<file path="config.mk">
export PLATFORM = sky130hd
export DESIGN_NAME = sacl_ctrl
export DESIGN_NICKNAME = d
export VERILOG_FILES = /design/src/rtl/sacl_pkg.sv /design/src/rtl/sacl_ctrl.sv
export VERILOG_INCLUDE_DIRS = /design/src /design/src/rtl
export SDC_FILE = /design/constraint.sdc
export NUM_CORES = 1
export LEC_CHECK = 0
export BUFFER_PORTS_ARGS = -buffer_cell sky130_fd_sc_hd__buf_2
export CELL_PAD_IN_SITES_DETAIL_PLACEMENT = 1
export CELL_PAD_IN_SITES_GLOBAL_PLACEMENT = 1
export CORE_AREA = 2 2 39 41
export DETAILED_ROUTE_END_ITERATION = 16
export DIE_AREA = 0 0 41 43
export PLACE_DENSITY_LB_ADDON = 0.1
export SYNTH_ARGS = -nofsm -noshare
export SYNTH_HDL_FRONTEND = slang
export SYNTH_SLANG_ARGS = --single-unit
</file>
<file path="constraint.sdc">
create_clock -name clk -period 1 [get_ports clk]
set_input_delay 0.25 -clock clk [delete_from_list [all_inputs] [get_ports clk]]
set_output_delay 0.25 -clock clk [all_outputs]
set_load 0.03 [all_outputs]
</file>
<file path="src/rtl/set_assoc_cache_tag_lookup_macros.svh">
// ----------------------------------------------------------------------------
// Set-associative cache tag lookup: assertion macros
// Shared property macros for the controller and the datapath. Defining
// NO_ASSERTIONS turns every use into nothing.
// ----------------------------------------------------------------------------
`ifndef SET_ASSOC_CACHE_TAG_LOOKUP_MACROS_SVH
`define SET_ASSOC_CACHE_TAG_LOOKUP_MACROS_SVH

`ifndef NO_ASSERTIONS

// The condition holds at every clock edge outside reset.
`define SACL_ASSERT_ALWAYS(label, clk, rst_n, cond) \
	label: assert property (@(posedge clk) disable iff (!rst_n) (cond)) \
		else $error("sacl: assertion failed");

// The consequent holds in the same cycle as the antecedent.
`define SACL_ASSERT_IMPL(label, clk, rst_n, ante, cons) \
	label: assert property (@(posedge clk) disable iff (!rst_n) (ante) |-> (cons)) \
		else $error("sacl: assertion failed");

// The consequent holds in the cycle after the antecedent.
`define SACL_ASSERT_NEXT(label, clk, rst_n, ante, cons) \
	label: assert property (@(posedge clk) disable iff (!rst_n) (ante) |=> (cons)) \
		else $error("sacl: assertion failed");

`else

`define SACL_ASSERT_ALWAYS(label, clk, rst_n, cond)
`define SACL_ASSERT_IMPL(label, clk, rst_n, ante, cons)
`define SACL_ASSERT_NEXT(label, clk, rst_n, ante, cons)

`endif

`endif

</file>
<file path="src/rtl/sacl_pkg.sv">
// ----------------------------------------------------------------------------
// Set-associative cache tag lookup: shared package
// Parameter defaults, register codes, reset values, controller states and the
// command and status bundles between controller and datapath.
// ----------------------------------------------------------------------------
`timescale 1ns / 1ps

package sacl_pkg;

	// Parameter defaults.
	localparam int DEF_SETS      = 64;
	localparam int DEF_WAYS      = 8;
	localparam int DEF_ADDR_BITS = 32;

	// Configuration register indexes.
	localparam logic [1:0] CFG_POLICY      = 2'd0;
	localparam logic [1:0] CFG_OFFSET_BITS = 2'd1;
	localparam logic [1:0] CFG_INDEX_BITS  = 2'd2;
	localparam logic [1:0] CFG_WAYS_IN_USE = 2'd3;

	// Replacement policy codes; any other code always replaces way 0.
	localparam logic [1:0] POLICY_LRU  = 2'd0;
	localparam logic [1:0] POLICY_FIFO = 2'd1;

	// Register reset values.
	localparam logic [1:0] RST_POLICY      = POLICY_LRU;
	localparam logic [3:0] RST_OFFSET_BITS = 4'd6;
	localparam logic [2:0] RST_INDEX_BITS  = 3'd6;
	localparam logic [3:0] RST_WAYS_IN_USE = 4'd8;

	typedef enum logic [2:0] {
		S_CLEAR,
		S_IDLE,
		S_INDEX,
		S_READ,
		S_MATCH,
		S_VICTIM,
		S_DONE
	} state_t;

	typedef struct packed {
		logic clear_write;
		logic cap_addr;
		logic calc_index;
		logic mem_read;
		logic match;
		logic victim_step;
		logic commit;
	} cmd_t;

	typedef struct packed {
		logic clear_last;
		logic need_victim;
		logic victim_last;
	} status_t;

endpackage

</file>
<file path="src/rtl/sacl_ctrl.sv">
// ----------------------------------------------------------------------------
// Set-associative cache tag lookup: controller
// Sequences the clearing pass, the lookup steps of one beat and the output
// register handshake.
// ----------------------------------------------------------------------------
`timescale 1ns / 1ps
`include "set_assoc_cache_tag_lookup_macros.svh"

module sacl_ctrl (
	input  logic             clk,
	input  logic             arst_n,
	input  logic             in_valid,
	output logic             in_stall,
	output logic             out_valid,
	input  logic             out_stall,
	input  sacl_pkg::status_t status,
	output sacl_pkg::cmd_t   cmd
);

	sacl_pkg::state_t state_q;
	sacl_pkg::state_t state_nxt;
	logic             out_valid_q;
	logic             out_free;

	assign out_free  = !out_valid_q || !out_stall;
	assign out_valid = out_valid_q;

	always_ff @(posedge clk or negedge arst_n) begin
		if (!arst_n) begin
			state_q     <= sacl_pkg::S_CLEAR;
			out_valid_q <= 1'b0;
		end else begin
			state_q <= state_nxt;
			if (cmd.commit) begin
				out_valid_q <= 1'b1;
			end else if (!out_stall) begin
				out_valid_q <= 1'b0;
			end
		end
	end

	always_comb begin
		state_nxt = state_q;
		unique case (state_q)
			sacl_pkg::S_CLEAR: begin
				if (status.clear_last) state_nxt = sacl_pkg::S_IDLE;
			end
			sacl_pkg::S_IDLE: begin
				if (in_valid) state_nxt = sacl_pkg::S_INDEX;
			end
			sacl_pkg::S_INDEX: begin
				state_nxt = sacl_pkg::S_READ;
			end
			sacl_pkg::S_READ: begin
				state_nxt = sacl_pkg::S_MATCH;
			end
			sacl_pkg::S_MATCH: begin
				state_nxt = status.need_victim ? sacl_pkg::S_VICTIM : sacl_pkg::S_DONE;
			end
			sacl_pkg::S_VICTIM: begin
				if (status.victim_last) state_nxt = sacl_pkg::S_DONE;
			end
			sacl_pkg::S_DONE: begin
				if (out_free) state_nxt = sacl_pkg::S_IDLE;
			end
			default: begin
				state_nxt = sacl_pkg::S_IDLE;
			end
		endcase
	end

	always_comb begin
		cmd             = '0;
		in_stall        = (state_q != sacl_pkg::S_IDLE);
		cmd.clear_write = (state_q == sacl_pkg::S_CLEAR);
		cmd.cap_addr    = (state_q == sacl_pkg::S_IDLE) && in_valid;
		cmd.calc_index  = (state_q == sacl_pkg::S_INDEX);
		cmd.mem_read    = (state_q == sacl_pkg::S_READ);
		cmd.match       = (state_q == sacl_pkg::S_MATCH);
		cmd.victim_step = (state_q == sacl_pkg::S_VICTIM);
		cmd.commit      = (state_q == sacl_pkg::S_DONE) && out_free;
	end

	`SACL_ASSERT_IMPL(a_commit_room, clk, arst_n, cmd.commit, !(out_valid_q && out_stall))
	`SACL_ASSERT_NEXT(a_commit_shows, clk, arst_n, cmd.commit, out_valid_q)
	`SACL_ASSERT_IMPL(a_no_take_in_clear, clk, arst_n, state_q == sacl_pkg::S_CLEAR, !cmd.cap_addr)

endmodule

</file>
Word level (Yosys, flattened, before mapping)
Index checks and enable logic that the tools add are counted.

Bits in read-only memories: 0. Flip-flop bits (word level): 4. Input bits: 7. Output and inout bits: 9. Word-level logic and storage cells: 29. Memories: 0. RAM bits: 0. Latch bits: 0.

Shifts and indexed selects: 0. Reduce and logical (&&, ||, !) cells: 7. Multipliers: 0. Divide/modulo/power cells: 0. Muxes and demuxes: 8. Bitwise logic cells: 0. Order comparisons: 0. Eq/ne operators: 12. Add/sub/neg operators: 0.

Operators with widths (number): one-hot mux 3 bit (7 select lines) (1); two-way mux 3 bit (4); == test 3 bit (second input constant) (3); inequality test 2 bit (second input constant) (4); == test 3 x 2 -> 1 bit (second input constant) (2); AND reduction 4 bit (1); == test 3 x 1 -> 1 bit (second input constant) (1); zero test 3 bit (1); inequality test 3 x 1 -> 1 bit (second input constant) (1); logical AND 1 bit (2); zero test 1 bit (2); two-way mux 1 bit (2); two-way mux 2 bit (1); inequality test 2 x 1 -> 1 bit (second input constant) (1); logical OR 1 bit (1).

Logic depth before layout (Yosys ltp)
Gate-level depths: netlist (run 1).

Word-level depth: 4. Gate-level depth with buffers: 4. Depth with buffers taken out: 3.

Worst setup path after synthesis (run 1)
Ideal clock, no wire load.

Kind: reg2out. From: register state_q[0]. To: output port cmd[6] in the netlist's numbering. Data arrival time: 1.163 ns. Path buffers: 1. Data required time: 0.750 ns. Cell stages (with the launch flop): 3. Slack: -0.413 ns. Cell sequence: dfrtp_1 buf_4 nor3_1.

RTL lines: start, declared (RTL line sacl_ctrl.sv:20) `sacl_pkg::state_t state_q;`; start signal, assigned (RTL line sacl_ctrl.sv:30) `state_q <= sacl_pkg::S_CLEAR;`; start signal, assigned (RTL line sacl_ctrl.sv:33) `state_q <= state_nxt;`; end, declared (RTL line sacl_ctrl.sv:17) `output sacl_pkg::cmd_t cmd`.

==> results of run 1 <==
==> kinds of logic (layout without fill, tap and decap cells) <==
| logic type | after synthesis | count (layout) |
|---|---|---|
| AND/OR/NAND/NOR | 16 | 16 |
| buffers and inverters | 2 | 35 |
| AO/OA/AOI/OAI | 10 | 10 |
| flip-flops | 4 | 4 |
==> flip-flops by register name, summed over array words and instances, names as in the netlist <==
name,cells
state_q,3
out_valid,1
==> cell type report <==
class,instances,area (sq um),share of cell area
Multi-Input combinational cell,26,224,0.357
Inverter,1,3.75,0.00599
Clock buffer,4,26.3,0.0419
Sequential cell,4,103,0.164
Tap cell,16,20.0,0.0319
Timing Repair Buffer,30,250,0.399
==> per-stage QoR <==
step	utilization	total power [mW]	instances	hold WS (ns)	setup WS [ns]
floorplan	-	1.13	32	-0.0456	-0.171
global placement	0.318	1.53	69	0.0556	-0.248
detailed placement	0.318	1.53	69	0.0555	-0.279
CTS	0.447	2.27	80	0.322	-0.468
global route	0.453	2.48	81	0.334	-0.539
finish	0.453	2.30	81	0.322	-0.476
==> path summary, 6_finish.rpt <==
kind / start / to / slack (ns) / cells past startpoint
setup / recovery: state_q[0] / cmd[0] / -0.48 / 4
hold / removal: out_stall / out_valid / 0.32 / 3
setup reg to reg: state_q[0] / state_q[1] / -0.34 / 6
hold reg to reg: out_valid / out_valid / 0.60 / 2
max in group asynchronous: arst_n / state_q[2] / 0.53 / 2
min in group asynchronous: arst_n / state_q[0] / 0.34 / 2
==> power by group <==
part / total [mW] / switching [mW] / internal (mW) / leakage, nW
clock network: 0.221 / 0.0714 / 0.150 / 0.0150
registers: 0.373 / 0.121 / 0.252 / 0.0470
logic: 1.71 / 0.820 / 0.886 / 0.233
total: 2.30 / 1.01 / 1.29 / 0.295
==> layout by cell type, fill, tap and decap left out, types with 2 or more instances in the layout <==
master,count
buf_4,13
buf_6,10
buf_2,6
nand2_2,3
clkbuf_4,3
and2_4,2
a21oi_4,2
nand2_1,2
o211ai_1,2
dfrtp_2,2
dfrtp_1,2
==> worst max-delay path, cell delays in order, from the launching register on <==
cell and delay (ns):
dfrtp_1 0.39, and2b_2 0.25, nand2_2 0.08, a21oi_4 0.12, buf_6 0.14
==> routing by layer <==
| layer | track usage | vias to the layer above |
|---|---|---|
| met5 | 0 | - |
| met4 | 0.100 | 0 |
| met3 | 0.0314 | 2 |
| li1 | - | 178 |
| met1 | 0.157 | 169 |
| met2 | 0.225 | 11 |
==> what timing repair did <==
action,in CTS,in global routing
hold endpoints to repair,4,0
setup endpoints to repair,12,12
pin swaps,7,2
gates resized for setup,29,2
hold buffers,1,0
setup buffers,6,2
==> impl_metrics.py, run 1 <==
metrics = {
    "status": {
        "status": "finished with violations",
        "violations": "negative setup slack",
    },
    "drt": {
        "drt-met1-wl_um": 371,
        "drt-initial-drc-count": 1,
        "drcViolationCount": 0,
        "dr_wl_met2_um": 507,
        "top_layer_used": "met4",
        "postRouteAntennaNets": 0,
        "route.met3.wl_um": 40,
        "wl_per_cell_um": 11.6,
        "drtPass1Iterations": 2,
        "vias": 360,
        "via_per_inst": 4.44,
        "wl_um": 937,
    },
    "sta": {
        "hold_viol": 0,
        "maxSlewViolCount": 0,
        "slew-limit-headroom": 0.844,
        "fin_skew_ns": 0.00627,
        "fmax_ghz": 0.677,
        "rsz0062_at_grt": "yes",
        "setup_viol": 12,
        "setup_ws_ns": -0.476,
        "period_share": 1.48,
        "worst_pin_slew_ns": 0.231,
        "finalSetupTns_ns": -3.77,
        "period_needed_ns": 1.48,
    },
    "power_and_ir_drop": {
        "power_density_mw_per_mm2": 3670,
        "vdd_drop_max_v": 0.00132,
        "leakage_nw": 0.295,
    },
    "critical_path": {
        "cp.required_ns": 0.75,
        "criticalPathCategory": "flop to primary output",
        "worst-path-max-fanout": 3,
        "startpoint_type": "flop",
        "worstSetupEndpointType": "primary output",
        "cp.arrival_ns": 1.23,
    },
    "grt": {
        "grt_pass1_wl_um": 1590,
        "overflow": 0,
        "grt_pass1_vias": 373,
        "grt_usage": 0.142,
        "antenna_found_initial": 0,
        "grt_max_degree": 9,
    },
    "floorplan": {
        "dieArea_sq_mm": 0.00176,
        "io_pins": 16,
        "coreArea_sq_mm": 0.00138,
        "die_y_um": 43,
        "die_width_um": 41,
        "start_util": 0.192,
        "rows": 14,
    },
    "placement": {
        "dp_hpwl_um": 642,
        "gp_congestion": 0.729,
        "portBuffers": 15,
        "place_area_sq_um": 440,
    },
    "synthesis": {
        "syn_inst": 32,
        "synthArstFlopShare": 1.00,
        "synth_top_cell_by_area": "dfrtp_1",
        "yosys-top-cells-count": "6 x nand2_1, 4 x dfrtp_1",
        "synth_flop_cell": "dfrtp_1",
        "yosysMostFrequentCell": "nand2_1",
        "syn_avg_cell_area_sq_um": 8.29,
        "synth-seq-cells": 4,
        "synth_warnings": 0,
        "synthMuxAreaShare": 0,
        "ys_types": 20,
        "synthesis.nets": 39,
        "synth_compound_area_frac": 0.269,
        "synth_area_sq_um": 265,
        "synthSimpleGateAreaFrac": 0.311,
        "synth_fa_ha_area_frac": 0,
        "synth_enable_flop_cells": 0,
        "yosys-top-cells-area": "dfrtp_1 38%, nand2_1 8.5%, o211ai_1 5.7%",
        "synth_top_family_by_area": "simple AND/OR/NAND/NOR gates",
        "netlist.area_leader.share": 0.377,
        "yosysSeqAreaShare": 0.377,
        "synth_xor_area_frac": 0,
    },
    "finish": {
        "area_growth_syn_to_layout_pct": 136,
        "n_antenna_cell": 0,
        "final_net_count": 73,
        "drive_above_1_share": 0.769,
        "fin_area_sq_um": 627,
        "nFillCells": 167,
    },
    "cts": {
        "cts_tree": "yes",
        "htree_levels": 1,
        "clkTransAtPathRegs_ns": 0.04,
        "cts_max_path_buffers": 2,
        "cts_sinks": 4,
        "clkLatencyLatePin_ns": 0.24,
        "numCtsBuffers": 3,
        "cts_root_buf": "clkbuf_4",
    },
    "hold_path": {
        "hold_path_class": "input port to flop",
    },
    "job": {
        "maxCapViolations": 0,
    },
}
Power figures use the tool's default switching activity.
==> inputs of run 2 (changes only) <==
Clock period 1 ns to 1.71 ns, I/O delays scaled along.
==> run 2 against run 1 <==
Compared with the run above:
- the run now ends clean
- clock power is 46% lower
- wire length is 7.4% lower
- count of clock-buffer cells in the layout is 1 lower
- sequential share of layout area is 5.9 points higher
- utilization is 12 points lower
- largest power group unchanged
==> impl_metrics.py, run 2 (synthesized netlist as in run 1, its figures left out) <==
metrics = {
    "cts": {
        "htree_levels": 1,
        "cts_tree": "yes",
        "cts_root_buf": "clkbuf_4",
        "numCtsBuffers": 3,
        "cts_sinks": 4,
        "clkLatencyLatePin_ns": 0.24,
        "cts_max_path_buffers": 2,
        "clkTransAtPathRegs_ns": 0.04,
    },
    "grt": {
        "overflow": 0,
        "grt_pass1_vias": 295,
        "grt_pass1_wl_um": 1310,
        "antenna_found_initial": 0,
        "grt_usage": 0.118,
        "grt_max_degree": 9,
    },
    "critical_path": {
        "slowest_stage": "dfrtp_2",
        "worstSetupEndpointType": "primary output",
        "criticalPathCategory": "flop to primary output",
        "slowest_delay_ns": 0.43,
        "worst-path-max-fanout": 7,
        "cp.required_ns": 1.28,
        "worstPathCellList": "and2b_4, and3_4, buf_6",
        "startpoint_type": "flop",
        "cp.arrival_ns": 1.25,
    },
    "status": {
        "status": "completed",
    },
    "drt": {
        "drtPass1Iterations": 4,
        "drt-initial-drc-count": 6,
        "via_per_inst": 4.40,
        "postRouteAntennaNets": 0,
        "vias": 317,
        "wl_per_cell_um": 12.1,
        "drcViolationCount": 0,
        "wl_um": 868,
    },
    "floorplan": {
        "dieArea_sq_mm": 0.00176,
        "die_y_um": 43,
        "coreArea_sq_mm": 0.00138,
        "start_util": 0.192,
        "die_width_um": 41,
        "rows": 14,
        "io_pins": 16,
    },
    "sta": {
        "period_needed_ns": 1.68,
        "period_share": 0.982,
        "maxSlewViolCount": 0,
        "setup_viol": 0,
        "worst_pin_slew_ns": 0.237,
        "fin_skew_ns": 0.00516,
        "hold_viol": 0,
        "fmax_ghz": 0.595,
        "fin_hold_ws_ns": 0.456,
        "slew-limit-headroom": 0.840,
        "rsz0062_at_grt": "yes",
    },
    "placement": {
        "portBuffers": 15,
        "dpl.cell_count": 63,
        "place_area_sq_um": 360,
        "gp_congestion": 0.692,
        "dp_hpwl_um": 600,
    },
    "finish": {
        "regMostFlops": "state_q",
        "drive_above_1_share": 0.571,
        "fin_area_sq_um": 460,
        "largest_register_ffs": 3,
        "fin_cells": 72,
        "final_net_count": 65,
        "final_cell_mix": "12 x buf_2, 7 x buf_4, 5 x nand2_1",
        "final_core_util": 0.333,
        "final_common_cell": "buf_2",
        "n_antenna_cell": 0,
        "area_growth_syn_to_layout_pct": 73.6,
    },
    "power_and_ir_drop": {
        "leakage_nw": 0.230,
        "vdd_drop_max_v": 0.000714,
        "power_density_mw_per_mm2": 2160,
    },
    "hold_path": {
        "hold_path_class": "input port to flop",
    },
    "job": {
        "maxCapViolations": 0,
    },
}
-- run 2: changes by cell type in the layout (fill, tap and decap cells not counted), moves of 2 or more --
cell,change
a21oi_4,-2
nor2_1,+2
and2_4,-2
a21oi_2,+2
buf_6,-8
nand2_2,-2
buf_4,-6
and2_1,+2
nand2_1,+3
buf_2,+6
-- run 2: layout make-up --
type	instances	area (sq um)
clock buffer	3	22.5
multi-input combinational	26	166
tap	16	20.0
timing repair buffer	22	145
inverter	1	3.75
sequential	4	103
fill	178	923
-- run 2: worst max-delay path, delay by kind of cell, from the launching register on --
| kind | cells | cell delay [ns] |
|---|---|---|
| AND/OR/NAND/NOR | 2 | 0.46 |
| buffers and inverters | 1 | 0.12 |
| flip-flops | 1 | 0.43 |
-- run 2: where the power goes --
group / switching, mW / internal [mW]
sequential: 0.0739 / 0.147
combinational: 0.367 / 0.284
clock: 0.0415 / 0.0787
-- run 2: worst paths after layout --
path | startpoint | to | slack, ns | cells after the start
worst max-delay path | state_q[1] | cmd[5] | 0.03 | 3
worst min-delay path | out_stall | out_valid | 0.46 | 3
worst max register to register | state_q[1] | state_q[1] | 0.41 | 5
worst min register to register | out_valid | out_valid | 0.57 | 2
max in group asynchronous | arst_n | state_q[1] | 1.06 | 2
min in group asynchronous | arst_n | out_valid | 0.52 | 2
-- run 2: per-stage QoR --
step	setup TNS (ns)	setup WS [ns]	power [mW]
after floorplan	0	0.120	0.595
after global placement	0	0.203	0.744
after detailed placement	0	0.159	0.745
after CTS	0	0.00237	0.922
after global routing	-0.0445	-0.0203	1.09
final	0	0.0304	0.992
-- run 2: what timing repair did --
item	CTS	global route
setup endpoints to repair	4	5
hold buffers	1	0
endpoints found under the hold margin	4	0
buffers inserted	2	3
gates resized for setup	5	7
-- run 2: routing by layer --
layer | wire length (um) | track usage | vias to the layer above
met2 | 428 | 0.153 | 11
met3 | 51 | 0.0314 | 0
met1 | 388 | 0.153 | 144
met4 | 0 | 0.100 | 0
li1 | - | - | 162
met5 | 0 | 0 | -
==> inputs of run 3 (changes only) <==
Settings changed: ABC_AREA set to 1.
==> run 3 against run 2 <==
Compared with the run above:
- count of clock-buffer cells in the layout unchanged
- via count grew 23%
- final area increased by 14%
- clock skew fell by 0.00064 ns
- sequential power barely moved
- utilization increased by 4.6 points
- first-iteration DRC count decreased by 100%
- combinational power increased by 6.1%
- critical path type unchanged
- critical endpoint is now cmd[2]
==> impl_metrics.py, run 3 <==
metrics = {
    "hold_path": {
        "hold_start": "out_stall",
        "whs_path_depth": 3,
        "hold_path_class": "input port to flop",
        "holdPathEnd": "out_valid",
    },
    "drt": {
        "drt-initial-drc-count": 0,
        "drtPass1Iterations": 1,
        "wl_um": 928,
        "postRouteAntennaNets": 0,
        "drcViolationCount": 0,
        "vias": 390,
        "via_per_inst": 4.24,
        "wl_per_cell_um": 10.1,
    },
    "sta": {
        "setup_ws_ns": 0.0642,
        "period_share": 0.962,
        "worst_pin_slew_ns": 0.181,
        "maxSlewViolCount": 0,
        "fmax_ghz": 0.608,
        "slew-limit-headroom": 0.879,
        "finalSetupTns_ns": 0,
        "fin_hold_ws_ns": 0.408,
        "hold_viol": 0,
        "setup_viol": 0,
        "fin_skew_ns": 0.00452,
        "period_needed_ns": 1.65,
        "rsz0062_at_grt": "yes",
    },
    "critical_path": {
        "worstSetupEndpointType": "primary output",
        "startpoint_type": "flop",
        "worst-path-max-fanout": 8,
        "r2r_setup_slack_ns": 0.53,
        "r2r-start": "state_q[1]",
        "cp.required_ns": 1.28,
        "ff2ff_path_depth": 6,
        "cp.arrival_ns": 1.22,
        "r2r_end": "state_q[1]",
        "criticalPathCategory": "flop to primary output",
    },
    "grt": {
        "grt_pass1_wl_um": 1470,
        "antenna_found_initial": 0,
        "use_met2": 0.206,
        "overflow": 0,
        "use_met1": 0.143,
        "use_met3": 0.00524,
        "grt_pass1_vias": 376,
        "grt-busiest-layer": "met2",
        "grt_max_degree": 9,
        "grt_usage": 0.124,
    },
    "finish": {
        "regMostFlops": "state_q",
        "area_growth_syn_to_layout_pct": 54.0,
        "seq_area_sq_um": 104,
        "multi_input_area_sq_um": 195,
        "drive_above_1_share": 0.461,
        "largest_register_ffs": 3,
        "final_net_count": 85,
        "final_core_util": 0.379,
        "final_cell_mix": "16 x nand2_1, 11 x inv_1, 10 x buf_2",
        "nFillCells": 186,
        "final_common_cell": "nand2_1",
        "n_antenna_cell": 0,
    },
    "power_and_ir_drop": {
        "clkPwrFrac": 0.117,
        "swShare": 0.533,
        "p_seq_frac": 0.213,
        "switchingPower_mw": 0.550,
        "power_density_mw_per_mm2": 1970,
        "power.internal_mw": 0.482,
        "combPwrFrac": 0.670,
        "leakage_nw": 0.323,
        "vdd_drop_max_v": 0.000749,
        "power_mw": 1.03,
    },
    "cts": {
        "clkLatencyLatePin_ns": 0.24,
        "cts_root_buf": "clkbuf_4",
        "numCtsBuffers": 3,
        "clkTransAtPathRegs_ns": 0.04,
        "cts_tree": "yes",
        "htree_levels": 1,
        "cts_sinks": 4,
        "cts_max_path_buffers": 2,
    },
    "job": {
        "maxCapViolations": 0,
    },
    "synthesis": {
        "synth-seq-cells": 4,
        "syn_avg_cell_area_sq_um": 6.30,
        "yosys-top-cells-area": "dfrtp_1 29%, nand2_1 18%, inv_1 12%",
        "synth_area_sq_um": 340,
        "netlist.area_leader.share": 0.294,
        "ys_types": 17,
        "yosys-top-cells-count": "16 x nand2_1, 11 x inv_1, 6 x nor2_1, 4 x dfrtp_1, 3 x nand3_1",
        "synth_enable_flop_cells": 0,
        "synth_warnings": 0,
        "synthArstFlopShare": 1.00,
        "yosysMostFrequentCell": "nand2_1",
        "syn_inst": 54,
        "synthesis.nets": 61,
        "yosysSeqAreaShare": 0.294,
        "synth_top_cell_by_area": "dfrtp_1",
        "synth_flop_cell": "dfrtp_1",
    },
    "placement": {
        "pre_cts_ws_ns": 0.187,
        "portBuffers": 15,
        "gp_congestion": 0.710,
        "dp_hpwl_um": 737,
    },
    "floorplan": {
        "start_util": 0.246,
        "rows": 14,
        "coreArea_sq_mm": 0.00138,
        "dieArea_sq_mm": 0.00176,
        "io_pins": 16,
        "die_width_um": 41,
        "die_y_um": 43,
    },
    "status": {
        "status": "completed",
    },
}
## run 3: cells by family (layout without fill, tap and decap cells)
| logic type | count (synthesis) | in the layout | synth area share |
|---|---|---|---|
| buffers and inverters | 14 | 36 | 0.165 |
| and+or+nand+nor | 35 | 35 | 0.518 |
| DFF | 4 | 4 | 0.294 |
| AOI/OAI and AO/OA | 1 | 1 | 0.0221 |
## run 3: worst max-delay path, stage by stage, from the launching register on
cell	delay (ns)
dfrtp_2	0.46
buf_4	0.17
nor3_4	0.20
buf_6	0.16
## run 3: power by group through the flow
stage / combinational [mW] / sequential (mW) / clock, mW
final: 0.691 / 0.220 / 0.121
after detailed placement: 0.575 / 0.216 / 0
after floorplan: 0.458 / 0.187 / 0
after CTS: 0.585 / 0.220 / 0.127
after global placement: 0.583 / 0.214 / 0
after global routing: 0.770 / 0.229 / 0.134
## run 3: stage by stage
step | instance area (sq um) | std cells
3_5_place_dp | 428 | 84
3_3_place_gp | 428 | 84
5_1_grt | 524 | 92
2_1_floorplan | 340 | 54
4_1_cts | 465 | 88
6_report | 524 | 92
## run 3: per-layer routing
layer,part of all wire,wire (um)
met1,0.41,376
met2,0.52,481
met3,0.056,52
met4,0.018,17
met5,0,0
## run 3: repair_timing
item | CTS | global route
hold endpoints to repair | 4 | 0
pin swaps | 0 | 0
hold buffers | 1 | 0
endpoints found under the setup margin | 3 | 3
gates resized for setup | 3 | 13
setup buffers | 0 | 4
## run 3: worst max path at each step
| stage | to | slack (ns) | startpoint | cells after the start |
|---|---|---|---|---|
| detailed placement | cmd[0] | 0.19 | state_q[1] | 5 |
| CTS | cmd[0] | 0.008 | state_q[1] | 5 |
| floorplan | cmd[5] | 0.05 | state_q[1] | 4 |
| global route | cmd[0] | -0.01 | state_q[1] | 5 |
| global placement | cmd[0] | 0.18 | state_q[1] | 5 |
| finish | cmd[2] | 0.06 | state_q[1] | 3 |
## run 3: layout make-up
class | count | share of cell area
clock buffer | 3 | 0.0430
inverter | 13 | 0.0979
multi-input combinational | 36 | 0.372
sequential | 4 | 0.198
tap | 16 | 0.0382
timing repair buffer | 20 | 0.251
